`src/hw/rtl/sawarq_pkg.sv`:
```
// Shared types and default values for the stop-and-wait ARQ sender.
package sawarq_pkg;

  localparam int unsigned SeqBitsDef = 32;

  localparam logic [15:0] TimeoutTicksRst  = 16'd1000;
  localparam logic [3:0]  MaxResendsRst    = 4'd6;
  localparam logic [15:0] TimeWaitTicksRst = 16'd2000;

  localparam logic [13:0] MaxLen = 14'd10000;

  // Configuration register indexes.
  localparam logic [1:0] CfgTimeoutTicks  = 2'd0;
  localparam logic [1:0] CfgMaxResends    = 2'd1;
  localparam logic [1:0] CfgTimeWaitTicks = 2'd2;

  typedef struct packed {
    logic [2:0]  action;
    logic [3:0]  rx_flags;
    logic [31:0] rx_seq;
    logic [31:0] rx_ack;
    logic        rx_check_ok;
    logic [13:0] payload_length;
    logic        is_name;
  } event_t;

  typedef struct packed {
    logic        tx_send;
    logic [3:0]  tx_flags;
    logic [31:0] tx_seq;
    logic [31:0] tx_ack;
    logic [13:0] tx_length;
    logic [2:0]  status;
  } result_t;

endpackage

```
`src/hw/rtl/sawarq_core.sv`:
```
// Connection state, configuration registers and per-event next-state logic.
module sawarq_core #(
  parameter int unsigned SEQ_BITS = sawarq_pkg::SeqBitsDef
) (
  input  logic                clk_i,
  input  logic                rst_ni,
  input  logic                cfg_we_i,
  input  logic [1:0]          cfg_index_i,
  input  logic [15:0]         cfg_data_i,
  input  logic                step_i,
  input  sawarq_pkg::event_t  ev_i,
  output sawarq_pkg::result_t res_o
);

  localparam logic [3:0] PhIdle      = 4'd0;
  localparam logic [3:0] PhSynSent   = 4'd1;
  localparam logic [3:0] PhConnected = 4'd2;
  localparam logic [3:0] PhDataWait  = 4'd3;
  localparam logic [3:0] PhFinWait1  = 4'd4;
  localparam logic [3:0] PhFinWait2  = 4'd5;
  localparam logic [3:0] PhTimeWait  = 4'd6;
  localparam logic [3:0] PhClosed    = 4'd7;
  localparam logic [3:0] PhFailed    = 4'd8;

  localparam logic [2:0] ActOpen  = 3'd0;
  localparam logic [2:0] ActData  = 3'd1;
  localparam logic [2:0] ActClose = 3'd2;
  localparam logic [2:0] ActRx    = 3'd3;
  localparam logic [2:0] ActTick  = 3'd4;

  localparam logic [3:0] FlagSyn  = 4'h1;
  localparam logic [3:0] FlagAck  = 4'h2;
  localparam logic [3:0] FlagFin  = 4'h4;
  localparam logic [3:0] FlagName = 4'h8;

  localparam logic [2:0] StBusy      = 3'd0;
  localparam logic [2:0] StConnected = 3'd1;
  localparam logic [2:0] StAcked     = 3'd2;
  localparam logic [2:0] StClosed    = 3'd3;
  localparam logic [2:0] StFailed    = 3'd4;
  localparam logic [2:0] StIdle      = 3'd5;

  localparam logic [SEQ_BITS-1:0] SeqOne = {{(SEQ_BITS-1){1'b0}}, 1'b1};

  logic [15:0] timeout_ticks_q, linger_ticks_q;
  logic [3:0]  max_resends_q;

  logic [3:0]          phase_q, phase_d;
  logic [SEQ_BITS-1:0] seq_counter_q, seq_counter_d;
  logic [3:0]          last_flags_q, last_flags_d;
  logic [SEQ_BITS-1:0] last_seq_q, last_seq_d;
  logic [SEQ_BITS-1:0] last_ack_q, last_ack_d;
  logic [13:0]         last_length_q, last_length_d;
  logic [15:0]         wait_timer_q, wait_timer_d;
  logic [3:0]          resend_count_q, resend_count_d;

  logic [SEQ_BITS-1:0] rx_seq, rx_ack, seq_inc, last_next, rx_seq_inc;
  logic [13:0]         len_sat;
  logic [15:0]         timer_inc;
  logic                has_ack, has_syn, has_fin, ok, acked, emit;
  logic [31:0]         seq_ext, ack_ext;

  always_ff @(posedge clk_i or negedge rst_ni) begin
    if (!rst_ni) begin
      timeout_ticks_q <= sawarq_pkg::TimeoutTicksRst;
      max_resends_q   <= sawarq_pkg::MaxResendsRst;
      linger_ticks_q  <= sawarq_pkg::TimeWaitTicksRst;
    end else if (cfg_we_i) begin
      case (cfg_index_i)
        sawarq_pkg::CfgTimeoutTicks:  timeout_ticks_q <= cfg_data_i;
        sawarq_pkg::CfgMaxResends:    max_resends_q   <= cfg_data_i[3:0];
        sawarq_pkg::CfgTimeWaitTicks: linger_ticks_q  <= cfg_data_i;
        default: ;
      endcase
    end
  end

  assign rx_seq     = ev_i.rx_seq[SEQ_BITS-1:0];
  assign rx_ack     = ev_i.rx_ack[SEQ_BITS-1:0];
  assign seq_inc    = seq_counter_q + SeqOne;
  assign last_next  = last_seq_q + SeqOne;
  assign rx_seq_inc = rx_seq + SeqOne;
  assign len_sat    = (ev_i.payload_length > sawarq_pkg::MaxLen) ? sawarq_pkg::MaxLen
                                                                 : ev_i.payload_length;
  assign timer_inc  = (wait_timer_q != 16'hFFFF) ? wait_timer_q + 16'd1 : wait_timer_q;
  assign has_ack    = (ev_i.rx_flags & FlagAck) != 4'h0;
  assign has_syn    = (ev_i.rx_flags & FlagSyn) != 4'h0;
  assign has_fin    = (ev_i.rx_flags & FlagFin) != 4'h0;
  assign ok         = ev_i.rx_check_ok;

  always_comb begin
    phase_d        = phase_q;
    seq_counter_d  = seq_counter_q;
    last_flags_d   = last_flags_q;
    last_seq_d     = last_seq_q;
    last_ack_d     = last_ack_q;
    last_length_d  = last_length_q;
    wait_timer_d   = wait_timer_q;
    resend_count_d = resend_count_q;
    acked          = 1'b0;
    emit           = 1'b0;

    case (ev_i.action)
      ActOpen: begin
        if (phase_q == PhIdle || phase_q == PhClosed || phase_q == PhFailed) begin
          emit           = 1'b1;
          last_flags_d   = FlagSyn;
          last_seq_d     = seq_counter_q;
          last_ack_d     = '0;
          last_length_d  = '0;
          wait_timer_d   = '0;
          resend_count_d = '0;
          phase_d        = PhSynSent;
        end
      end
      ActData: begin
        if (phase_q == PhConnected) begin
          emit           = 1'b1;
          seq_counter_d  = seq_inc;
          last_flags_d   = ev_i.is_name ? FlagName : 4'h0;
          last_seq_d     = seq_inc;
          last_ack_d     = '0;
          last_length_d  = len_sat;
          wait_timer_d   = '0;
          resend_count_d = '0;
          phase_d        = PhDataWait;
        end
      end
      ActClose: begin
        if (phase_q == PhConnected) begin
          emit           = 1'b1;
          seq_counter_d  = seq_inc;
          last_flags_d   = FlagFin | FlagAck;
          last_seq_d     = seq_inc;
          last_ack_d     = '0;
          last_length_d  = '0;
          wait_timer_d   = '0;
          resend_count_d = '0;
          phase_d        = PhFinWait1;
        end
      end
      ActRx: begin
        case (phase_q)
          PhSynSent: begin
            if (has_ack && has_syn && ok && rx_ack == last_next) begin
              emit          = 1'b1;
              seq_counter_d = seq_inc;
              last_flags_d  = FlagAck;
              last_seq_d    = seq_inc;
              last_ack_d    = rx_seq_inc;
              last_length_d = '0;
              wait_timer_d  = '0;
              phase_d       = PhConnected;
            end
          end
          PhDataWait: begin
            if (has_ack && ok && rx_ack == last_seq_q) begin
              phase_d = PhConnected;
              acked   = 1'b1;
            end
          end
          PhFinWait1: begin
            if (has_ack && ok && rx_ack == last_next) begin
              phase_d      = PhFinWait2;
              wait_timer_d = '0;
            end
          end
          PhFinWait2: begin
            if (has_ack && has_fin && ok) begin
              emit          = 1'b1;
              seq_counter_d = seq_inc;
              last_flags_d  = FlagAck;
              last_seq_d    = seq_inc;
              last_ack_d    = rx_seq_inc;
              last_length_d = '0;
              wait_timer_d  = '0;
              phase_d       = PhTimeWait;
            end
          end
          PhTimeWait: emit = 1'b1;
          default: ;
        endcase
      end
      ActTick: begin
        if (phase_q == PhSynSent || phase_q == PhDataWait || phase_q == PhFinWait1) begin
          wait_timer_d = timer_inc;
          if (timer_inc >= timeout_ticks_q) begin
            if (resend_count_q >= max_resends_q) begin
              phase_d = PhFailed;
            end else begin
              resend_count_d = resend_count_q + 4'd1;
              emit           = 1'b1;
            end
            wait_timer_d = '0;
          end
        end else if (phase_q == PhTimeWait) begin
          wait_timer_d = timer_inc;
          if (timer_inc >= linger_ticks_q) begin
            phase_d      = PhClosed;
            wait_timer_d = '0;
          end
        end
      end
      default: ;
    endcase
  end

  // The header fields always come from the updated last-sent copy.
  always_comb begin
    seq_ext                 = '0;
    ack_ext                 = '0;
    seq_ext[SEQ_BITS-1:0]   = last_seq_d;
    ack_ext[SEQ_BITS-1:0]   = last_ack_d;
    res_o                   = '0;
    if (emit) begin
      res_o.tx_send   = 1'b1;
      res_o.tx_flags  = last_flags_d;
      res_o.tx_seq    = seq_ext;
      res_o.tx_ack    = ack_ext;
      res_o.tx_length = last_length_d;
    end
    if (acked) begin
      res_o.status = StAcked;
    end else begin
      case (phase_d)
        PhIdle:      res_o.status = StIdle;
        PhConnected: res_o.status = StConnected;
        PhClosed:    res_o.status = StClosed;
        PhFailed:    res_o.status = StFailed;
        default:     res_o.status = StBusy;
      endcase
    end
  end

  always_ff @(posedge clk_i or negedge rst_ni) begin
    if (!rst_ni) begin
      phase_q        <= PhIdle;
      seq_counter_q  <= '0;
      last_flags_q   <= '0;
      last_seq_q     <= '0;
      last_ack_q     <= '0;
      last_length_q  <= '0;
      wait_timer_q   <= '0;
      resend_count_q <= '0;
    end else if (step_i) begin
      phase_q        <= phase_d;
      seq_counter_q  <= seq_counter_d;
      last_flags_q   <= last_flags_d;
      last_seq_q     <= last_seq_d;
      last_ack_q     <= last_ack_d;
      last_length_q  <= last_length_d;
      wait_timer_q   <= wait_timer_d;
      resend_count_q <= resend_count_d;
    end
  end

endmodule

```
`src/hw/rtl/stop_and_wait_arq_sender_top.sv`:
```
// Stop-and-wait ARQ sender: input handshake, event engine and result register.
//
// Each input word is one event: open, send data, close, a received header
// or a timer tick. Every accepted word produces exactly one result word that
// says whether a header goes out now (with its flags, numbers and length)
// and the link status after the event.
// Both channels use valid and stall; a word moves on a rising edge with
// valid high and stall low. The result is held in a single register and
// appears in the cycle after its event is accepted. While the receiver does
// not stall, events are accepted at a sustained rate of one per cycle.
// When the receiver stalls, the held result stays put and the input side
// stalls in the same cycle; events keep flowing as soon as the register is
// free or is being emptied.
// Configuration registers (timeout, resend limit, time-wait length) are
// written by the user through a simple write port only while no event is in
// flight; the block does not enforce this. Reset puts the link in idle with
// sequence counter zero, clears the result register and restores the default config.
module stop_and_wait_arq_sender_top #(
  parameter int unsigned SEQ_BITS = sawarq_pkg::SeqBitsDef
) (
  input  logic        clk_i,
  input  logic        rst_ni,
  input  logic        cfg_we_i,
  input  logic [1:0]  cfg_index_i,
  input  logic [15:0] cfg_data_i,
  input  logic        in_valid_i,
  output logic        in_stall_o,
  input  logic [2:0]  action_i,
  input  logic [3:0]  rx_flags_i,
  input  logic [31:0] rx_seq_i,
  input  logic [31:0] rx_ack_i,
  input  logic        rx_check_ok_i,
  input  logic [13:0] payload_length_i,
  input  logic        is_name_i,
  output logic        out_valid_o,
  input  logic        out_stall_i,
  output logic        tx_send_o,
  output logic [3:0]  tx_flags_o,
  output logic [31:0] tx_seq_o,
  output logic [31:0] tx_ack_o,
  output logic [13:0] tx_length_o,
  output logic [2:0]  status_o
);

  sawarq_pkg::event_t  ev;
  sawarq_pkg::result_t res, res_q;
  logic                accept;
  logic                out_valid_q, out_valid_d;

  assign in_stall_o = out_valid_q && out_stall_i;
  assign accept     = in_valid_i && !in_stall_o;

  assign ev.action         = action_i;
  assign ev.rx_flags       = rx_flags_i;
  assign ev.rx_seq         = rx_seq_i;
  assign ev.rx_ack         = rx_ack_i;
  assign ev.rx_check_ok    = rx_check_ok_i;
  assign ev.payload_length = payload_length_i;
  assign ev.is_name        = is_name_i;

  sawarq_core #(
    .SEQ_BITS(SEQ_BITS)
  ) u_core (
    .clk_i       (clk_i),
    .rst_ni      (rst_ni),
    .cfg_we_i    (cfg_we_i),
    .cfg_index_i (cfg_index_i),
    .cfg_data_i  (cfg_data_i),
    .step_i      (accept),
    .ev_i        (ev),
    .res_o       (res)
  );

  always_comb begin
    if (accept) begin
      out_valid_d = 1'b1;
    end else if (out_stall_i) begin
      out_valid_d = out_valid_q;
    end else begin
      out_valid_d = 1'b0;
    end
  end

  always_ff @(posedge clk_i or negedge rst_ni) begin
    if (!rst_ni) begin
      out_valid_q <= 1'b0;
    end else begin
      out_valid_q <= out_valid_d;
    end
  end

  always_ff @(posedge clk_i or negedge rst_ni) begin
    if (!rst_ni) begin
      res_q <= '0;
    end else if (accept) begin
      res_q <= res;
    end
  end

  assign out_valid_o = out_valid_q;
  assign tx_send_o   = res_q.tx_send;
  assign tx_flags_o  = res_q.tx_flags;
  assign tx_seq_o    = res_q.tx_seq;
  assign tx_ack_o    = res_q.tx_ack;
  assign tx_length_o = res_q.tx_length;
  assign status_o    = res_q.status;

endmodule
```
`config.mk`:
```
export PLATFORM = sky130hd
export DESIGN_NAME = stop_and_wait_arq_sender_top
export DESIGN_NICKNAME = d
export VERILOG_FILES = /design/src/hw/rtl/sawarq_pkg.sv /design/src/hw/rtl/sawarq_core.sv /design/src/hw/rtl/stop_and_wait_arq_sender_top.sv
export SDC_FILE = /design/constraint.sdc
export NUM_CORES = 1
export LEC_CHECK = 0
export CAP_MARGIN = 20
export CORE_MARGIN = 2
export CORE_UTILIZATION = 45
export CTS_BUF_LIST = sky130_fd_sc_hd__clkbuf_2
export DETAILED_ROUTE_END_ITERATION = 7
export DONT_BUFFER_PORTS = 1
export PLACE_DENSITY = 0.72
export SKIP_CTS_REPAIR_TIMING = 1
export SYNTH_ARGS = -nofsm -noshare
export SYNTH_HDL_FRONTEND = slang
export SYNTH_SLANG_ARGS = --single-unit
```
`constraint.sdc`:
```
create_clock -name clk_i -period 5.9 [get_ports clk_i]
set_clock_uncertainty 0.15 [all_clocks]
set_input_delay 0 -clock clk_i [delete_from_list [all_inputs] [get_ports clk_i]]
set_output_delay 0 -clock clk_i [all_outputs]
set_load 0.01 [all_outputs]
```
# [After elaboration in Yosys (flattened, before gate mapping)]
# Index checks and enable logic that the tools add are counted.
[word_totals] reg_bits=261 input_bits=110 out_inout_bits=88 word_cells=170
[op_classes] n_mux=82 n_eq_ne=32 n_addsub=5 n_reduce_logical=29 order_cmp=4
[op_table] cell="$mux 32" count=11
[op_table] cell="$pmux 32 s2" count=4
[op_table] cell="$pmux 32 s3" count=2
[op_table] cell="$mux 16" count=10
[op_table] cell="$add 32x1->32 const B" count=3
[op_table] cell="$mux 4" count=23
[op_table] cell="$mux 14" count=6
[op_table] cell="$mux 83" count=1
[op_table] cell="$eq 32x32->1" count=2
[op_table] cell="$pmux 16 s4" count=1
[op_table] cell="$pmux 14 s4" count=1
[op_table] cell="$pmux 16 s3" count=1
[op_table] cell="$ge 16x16->1" count=2
[op_table] cell="$pmux 4 s4" count=2
[op_table] cell="$pmux 14 s2" count=1
[op_table] cell="$eq 4x3->1 const B" count=5
[op_table] cell="$pmux 4 s5" count=1
[op_table] cell="$add 16x1->16 const B" count=1
[op_table] cell="$ne 16x16->1 const B" count=1
[op_table] cell="$gt 14x14->1 const B" count=1
[op_table] cell="$eq 4x2->1 const B" count=3
[op_table] cell="$mux 1" count=12
[op_table] cell="$pmux 3 s4" count=1
[op_table] cell="$pmux 4 s3" count=1
[op_table] cell="other kinds (32)" count=56

# [Longest topological paths before layout]
[logic_depth] word_depth=10 ltp_mapped=22 ltp_nobuf=18

# [Cells and area by module]
# A second synthesis with hierarchy kept.
[hier_totals] cells_unflattened=1787 area_unflattened_um2=16065.4
[by_module_without_submodules] mod="sawarq_core" instances=1 cells_per_inst=1602 seq_area_each_um2=4371.7 area_per_inst_um2=12806.0
[by_module_without_submodules] mod="stop_and_wait_arq_sender_top" instances=1 cells_per_inst=185 seq_area_each_um2=2177.1 area_per_inst_um2=3259.4

# [Least setup slack after synthesis]
# No wires, ideal clock.
[synth_path] path_type="register to register" start="register u_core.wait_timer_q[3]" end="register res_q, in the netlist status_o[0]" t_required_ps=5624 stages_incl_launch_ff=22 slack_ps=622 setup_ps=126 period_less_slack_ps=5278 path_buffers=3 arrival_ps=5002 path_cell_list="dfrtp_1 > clkbuf_1 > nand4_1 > nor2_1 > nand3_1 > or3_1 > clkbuf_1 > nand2b_1 > clkbuf_1 > nor2_1 > xnor2_1 > ha_1 > a21oi_1 > nor2_1 > a211o_1 > a2111oi_0 > o21bai_1 > a22oi_1 > or4b_2 > o21ai_0 > nor4b_1 > a221o_1"
[synth_via] elab_chain_len=10 elab_cells_between_ends=16 cone_classes="add/sub: 1; order compare: 2; eq/ne: 4; mux: 8; reduce/logical: 1"
[synth_rtl] element="start, declared" line_no="sawarq_core.sv:54" text="logic [15:0] wait_timer_q, wait_timer_d;"
[synth_rtl] element="start signal, assigned" line_no="sawarq_core.sv:252" text="wait_timer_q <= wait_timer_d;"
[synth_rtl] element="$add 16x1->16 / $ne 16x16->1 (equally long branches)" line_no="sawarq_core.sv:85" text="assign timer_inc = (wait_timer_q != 16'hFFFF) ? wait_timer_q + 16'd1 : wait_timer_q;"
[synth_rtl] element="$mux 16 (*)" line_no="sawarq_core.sv:85"
[synth_rtl] element="$ge 16x16->1" line_no="sawarq_core.sv:198" text="if (timer_inc >= linger_ticks_q) begin"
[synth_rtl] element="$mux 4" line_no="sawarq_core.sv:198"
[synth_rtl] element="$mux 4" line_no="sawarq_core.sv:196" text="end else if (phase_q == PhTimeWait) begin"
[synth_rtl] element="$mux 4 (*)" line_no="sawarq_core.sv:185" text="if (phase_q == PhSynSent || phase_q == PhDataWait || phase_q == PhFinWait1) begin"
[synth_rtl] element="$pmux 4 s5 (*)" line_no="sawarq_core.sv:103" text="case (ev_i.action)"
[synth_rtl] element="$eq 4x4->1 (tied with other cells)" line_no="sawarq_core.sv:225" text="case (phase_d)"
[synth_rtl] element="$pmux 3 s4 (*)" line_no="sawarq_core.sv:225"
[synth_rtl] element="$mux 3 (*)" line_no="sawarq_core.sv:222" text="if (acked) begin"
[synth_rtl] element="end signal, assigned" line_no="stop_and_wait_arq_sender_top.sv:96" text="res_q <= res;"
[synth_rtl] element="end, declared" line_no="stop_and_wait_arq_sender_top.sv:46" text="sawarq_pkg::result_t res, res_q;"
# Mark *: on every way between the ends. The rest lies on a longest branch, timed or not.
# A chain may end at the register's enable or synchronous reset.

# [Worst setup path in the final report]
[layout_path] start="register u_core.last_seq_q[2]" end="register u_core.last_length_q[5]"
[layout_via] elab_chain_len=6
[layout_rtl] element="start, declared" line_no="sawarq_core.sv:51" text="logic [SEQ_BITS-1:0] last_seq_q, last_seq_d;"
[layout_rtl] element="start signal, assigned" line_no="sawarq_core.sv:249" text="last_seq_q <= last_seq_d;"
[layout_rtl] element="$add 32x1->32" line_no="sawarq_core.sv:81" text="assign last_next = last_seq_q + SeqOne;"
[layout_rtl] element="$eq 32x32->1" line_no="sawarq_core.sv:145" text="if (has_ack && has_syn && ok && rx_ack == last_next) begin"
[layout_rtl] element="$logic_and 1x1->1" line_no="sawarq_core.sv:145"
[layout_rtl] element="$mux 14" line_no="sawarq_core.sv:145"
[layout_rtl] element="$pmux 14 s2" line_no="sawarq_core.sv:143" text="case (phase_q)"
[layout_rtl] element="$pmux 14 s4" line_no="sawarq_core.sv:103"
[layout_rtl] element="end signal, assigned" line_no="sawarq_core.sv:251" text="last_length_q <= last_length_d;"
[layout_rtl] element="end, declared" line_no="sawarq_core.sv:53" text="logic [13:0] last_length_q, last_length_d;"
# No other way between the ends.

==> run_results.csv <==
group,metric,value,unit
grt,grt_pass1_wl,76600,um
pwr,cellPowerDensity,231,nW/um^2
sta,maxSlewViolCount,0,
run,maxCapViolCount,0,
grt,grt_pass1_vias,13900,
detailed_routing,highest_layer,"met4",
detailed_routing,final_antenna_net_count,0,
grt,grt_max_degree,262,
clocking,htreeDepth,3,
hold_path,whs_endpoint,"u_core.last_seq_q[5]$_DFFE_PN0P_",
detailed_routing,drt_pass1_iterations,6,
clocking,insertion_delay,0.95,ns
detailed_routing,drt_iter0_markers,1522,
setup_path,cp_slowest_stage_delay,0.69,ns
die,die_y,192,um
hold_path,min_path_type,"in -> reg",
setup_path,r2r-end,"u_core.last_length_q[5]$_DFFE_PN0P_",
sta,period_minus_slack,5.65,ns
hold_path,min-delay-start,"rx_flags_i[1]",
synth,syn_nets,1951,
die,num_rows,68,
synth,yosysSeqAreaShare,0.412,
grt,antenna_found_initial,4,
setup_path,rr_startpoint,"u_core.last_seq_q[2]$_DFFE_PN0P_",
sta,relSlewSlack,0.216,
setup_path,cpMostUsedCell,"buf_4",
die,die_w,192,um
setup_path,reg2regPathDepth,12,
synth,postSynthAreaPerCell,8.84,sq um
setup_path,slowest_stage,"dfrtp_1",
synth,syn_inst,1800,
sta,fin_ws,0.249,ns
detailed_routing,drt-wirelength-per-cell,21.9,um
synth,synth-edff-count,0,
placement,placed_area,16300,sq um
sta,fmax,0.177,GHz
run_status,status,"complete, no violations",
die,io_pins,198,
cells_and_area,layout_common_cells,"247 x dfrtp_1, 229 x nand2_1, 224 x dlygate4sd3_1",
setup_path,worstSetupPathType,"reg -> reg",
synth,synthArstFlopShare,1.00,
setup_path,reg2reg_slack,0.25,ns
placement,dp_worst_setup_slack,0.546,ns
die,dieArea,36900,sq um
detailed_routing,via_per_inst,6.17,
synth,ys_types,77,
placement,hpwl,34800,um
detailed_routing,dr_wl_met3,5920,um
sta,tns,0,ns
cells_and_area,drive_gt1_frac,0.109,
sta,finalCritPeriodShare,0.958,
cells_and_area,layout.nets,2159,
clocking,cts_sinks,261,
sta,rsz0062_at_grt,"false",
synth,synth-seq-cells,261,
placement,portBuffers,0,
detailed_routing,m1WireLength,21500,um
pwr,vdd_ir_drop_max,0.186,mV
cells_and_area,final_cell_area,19200,sq um
synth,syn_area,15900,sq um
die,core_area,34700,sq um
detailed_routing,vias,15500,
setup_path,cp.required,6.54,ns
placement,globalplace.congestion,0.901,
die,start_util,0.458,
setup_path,crit_chain,"nand4_2 > or4_1 > o21ai_0 > or4b_1 > or4_4 > nor4_4 > buf_4 > a2bb2oi_2 > o21ai_2 > buf_4 > a22o_1 > dlygate4sd3_1",
sta,tightest_slew,1.17,ns
detailed_routing,drc,0,
clocking,clk_pin_slew_worst_paths,0.10,ns
cells_and_area,mostFrequentLayoutCell,"dfrtp_1",
setup_path,startpoint_type,"register",
sta,setup_viol,0,
setup_path,critical_path_arrival,6.29,ns
detailed_routing,wl_met2,25800,um
hold_path,hold_path_depth,7,
cells_and_area,syn_to_final_growth,20.9,%
clocking,cts_tree,"done",
setup_path,crit_fanout,34,
synth,ys.flop_type,"dfrtp_1",
sta,hold_violations,0,
clocking,clockBufferDepth,3,
grt,overflow,0,
grt,grt_usage,0.266,
clocking,root_buffer,"clkbuf_2",
setup_path,cp-end-kind,"register",
pwr,power_leakage,8.35,nW
synth,yosysWarningCount,0,
detailed_routing,finalWirelength,55200,um
sta,hold_ws,0.00583,ns
clocking,cts_buffers,74,
[Yosys cell counts (all sizes together) (33+ instances only)]
library cell | n | area share
dfrtp | 247 | 0.39
nand2 | 230 | 0.054
o21ai | 175 | 0.055
nor2 | 126 | 0.030
clkbuf | 103 | 0.024
xnor2 | 80 | 0.045
a21oi | 76 | 0.024
nand3 | 61 | 0.019
xor2 | 56 | 0.031
inv | 52 | 0.012
nor3 | 46 | 0.014
ha | 41 | 0.032
nand4 | 40 | 0.016
mux2 | 38 | 0.027
a22o | 33 | 0.018
[stage by stage]
stage                      util  total power [W]  std cells
after floorplan               -          0.00266       1800
after global placement    0.468          0.00287       2159
after detailed placement  0.468          0.00289       2160
after CTS                 0.487          0.00423       2287
after global routing      0.554          0.00468       2516
final                     0.554          0.00445       2518
[cell type report]
cell class | instances | area [sq um]
timing repair buffer | 254 | 2530
clock inverter | 22 | 118
clock buffer | 105 | 526
antenna | 4 | 10.0
inverter | 52 | 195
sequential | 261 | 6550
fill | 3049 | 15500
tap | 455 | 569
multi-input combinational | 1365 | 8730
[where the power goes]
| group | switching (W) | leakage (nW) | internal (W) | total, W |
|---|---|---|---|---|
| Combinational | 0.000555 | 4.37 | 0.000433 | 0.000988 |
| Clock | 0.000832 | 0.485 | 0.000519 | 0.00135 |
| Sequential | 0.000182 | 3.49 | 0.00192 | 0.00211 |
[sequential cells by signal, summed over array words and instances (netlist names), 14 cells and up]
name	cells
u_core.last_length_q	14
u_core.linger_ticks_q	16
tx_seq_o	32
u_core.seq_counter_q	32
u_core.last_seq_q	32
u_core.last_ack_q	32
tx_length_o	14
u_core.timeout_ticks_q	16
u_core.wait_timer_q	16
tx_ack_o	32
[cell families (layout without fill, tap and decap cells)]
family	count (synthesis)	count (layout)	synth area share
xor gates and xnor gates	136	136	0.0754
buffers and inverters	174	433	0.0426
and+or+nand+nor	641	641	0.195
DFF	261	261	0.412
muxes	64	64	0.0433
AOI/OAI and AO/OA	483	483	0.200
other	0	4	0
adders and majority gates	41	41	0.0323
[worst max path at each step]
stage	start	endpoint	slack [ns]	depth (start not counted)
finish	u_core.last_seq_q[2]$_DFFE_PN0P_	u_core.last_length_q[5]$_DFFE_PN0P_	0.25	12
global route	u_core.last_seq_q[0]$_DFFE_PN0P_	u_core.last_length_q[0]$_DFFE_PN0P_	0.03	13
CTS	u_core.wait_timer_q[3]$_DFFE_PN0P_	tx_ack_o[9]$_DFFE_PN0P_	0.52	19
detailed placement	u_core.wait_timer_q[3]$_DFFE_PN0P_	tx_ack_o[9]$_DFFE_PN0P_	0.55	19
global placement	u_core.wait_timer_q[3]$_DFFE_PN0P_	tx_ack_o[6]$_DFFE_PN0P_	0.68	19
floorplan	u_core.wait_timer_q[3]$_DFFE_PN0P_	status_o[0]$_DFFE_PN0P_	0.62	21
[critical path, delay by kind of cell, from the launching register on]
kind	cells	cell delay, ns
buffers and inverters	3	1.17
AND/OR/NAND/NOR	5	2.41
flip-flops	1	0.69
AO/OA/AOI/OAI	4	1.05
[per-layer routing]
metal / up-vias / global-route usage
met1: 7545 / 0.345
met3: 159 / 0.0974
met2: 868 / 0.406
met5: - / 0
met4: 0 / 0.102
li1: 6957 / -
Note: power is estimated with default switching activity, not from simulation.
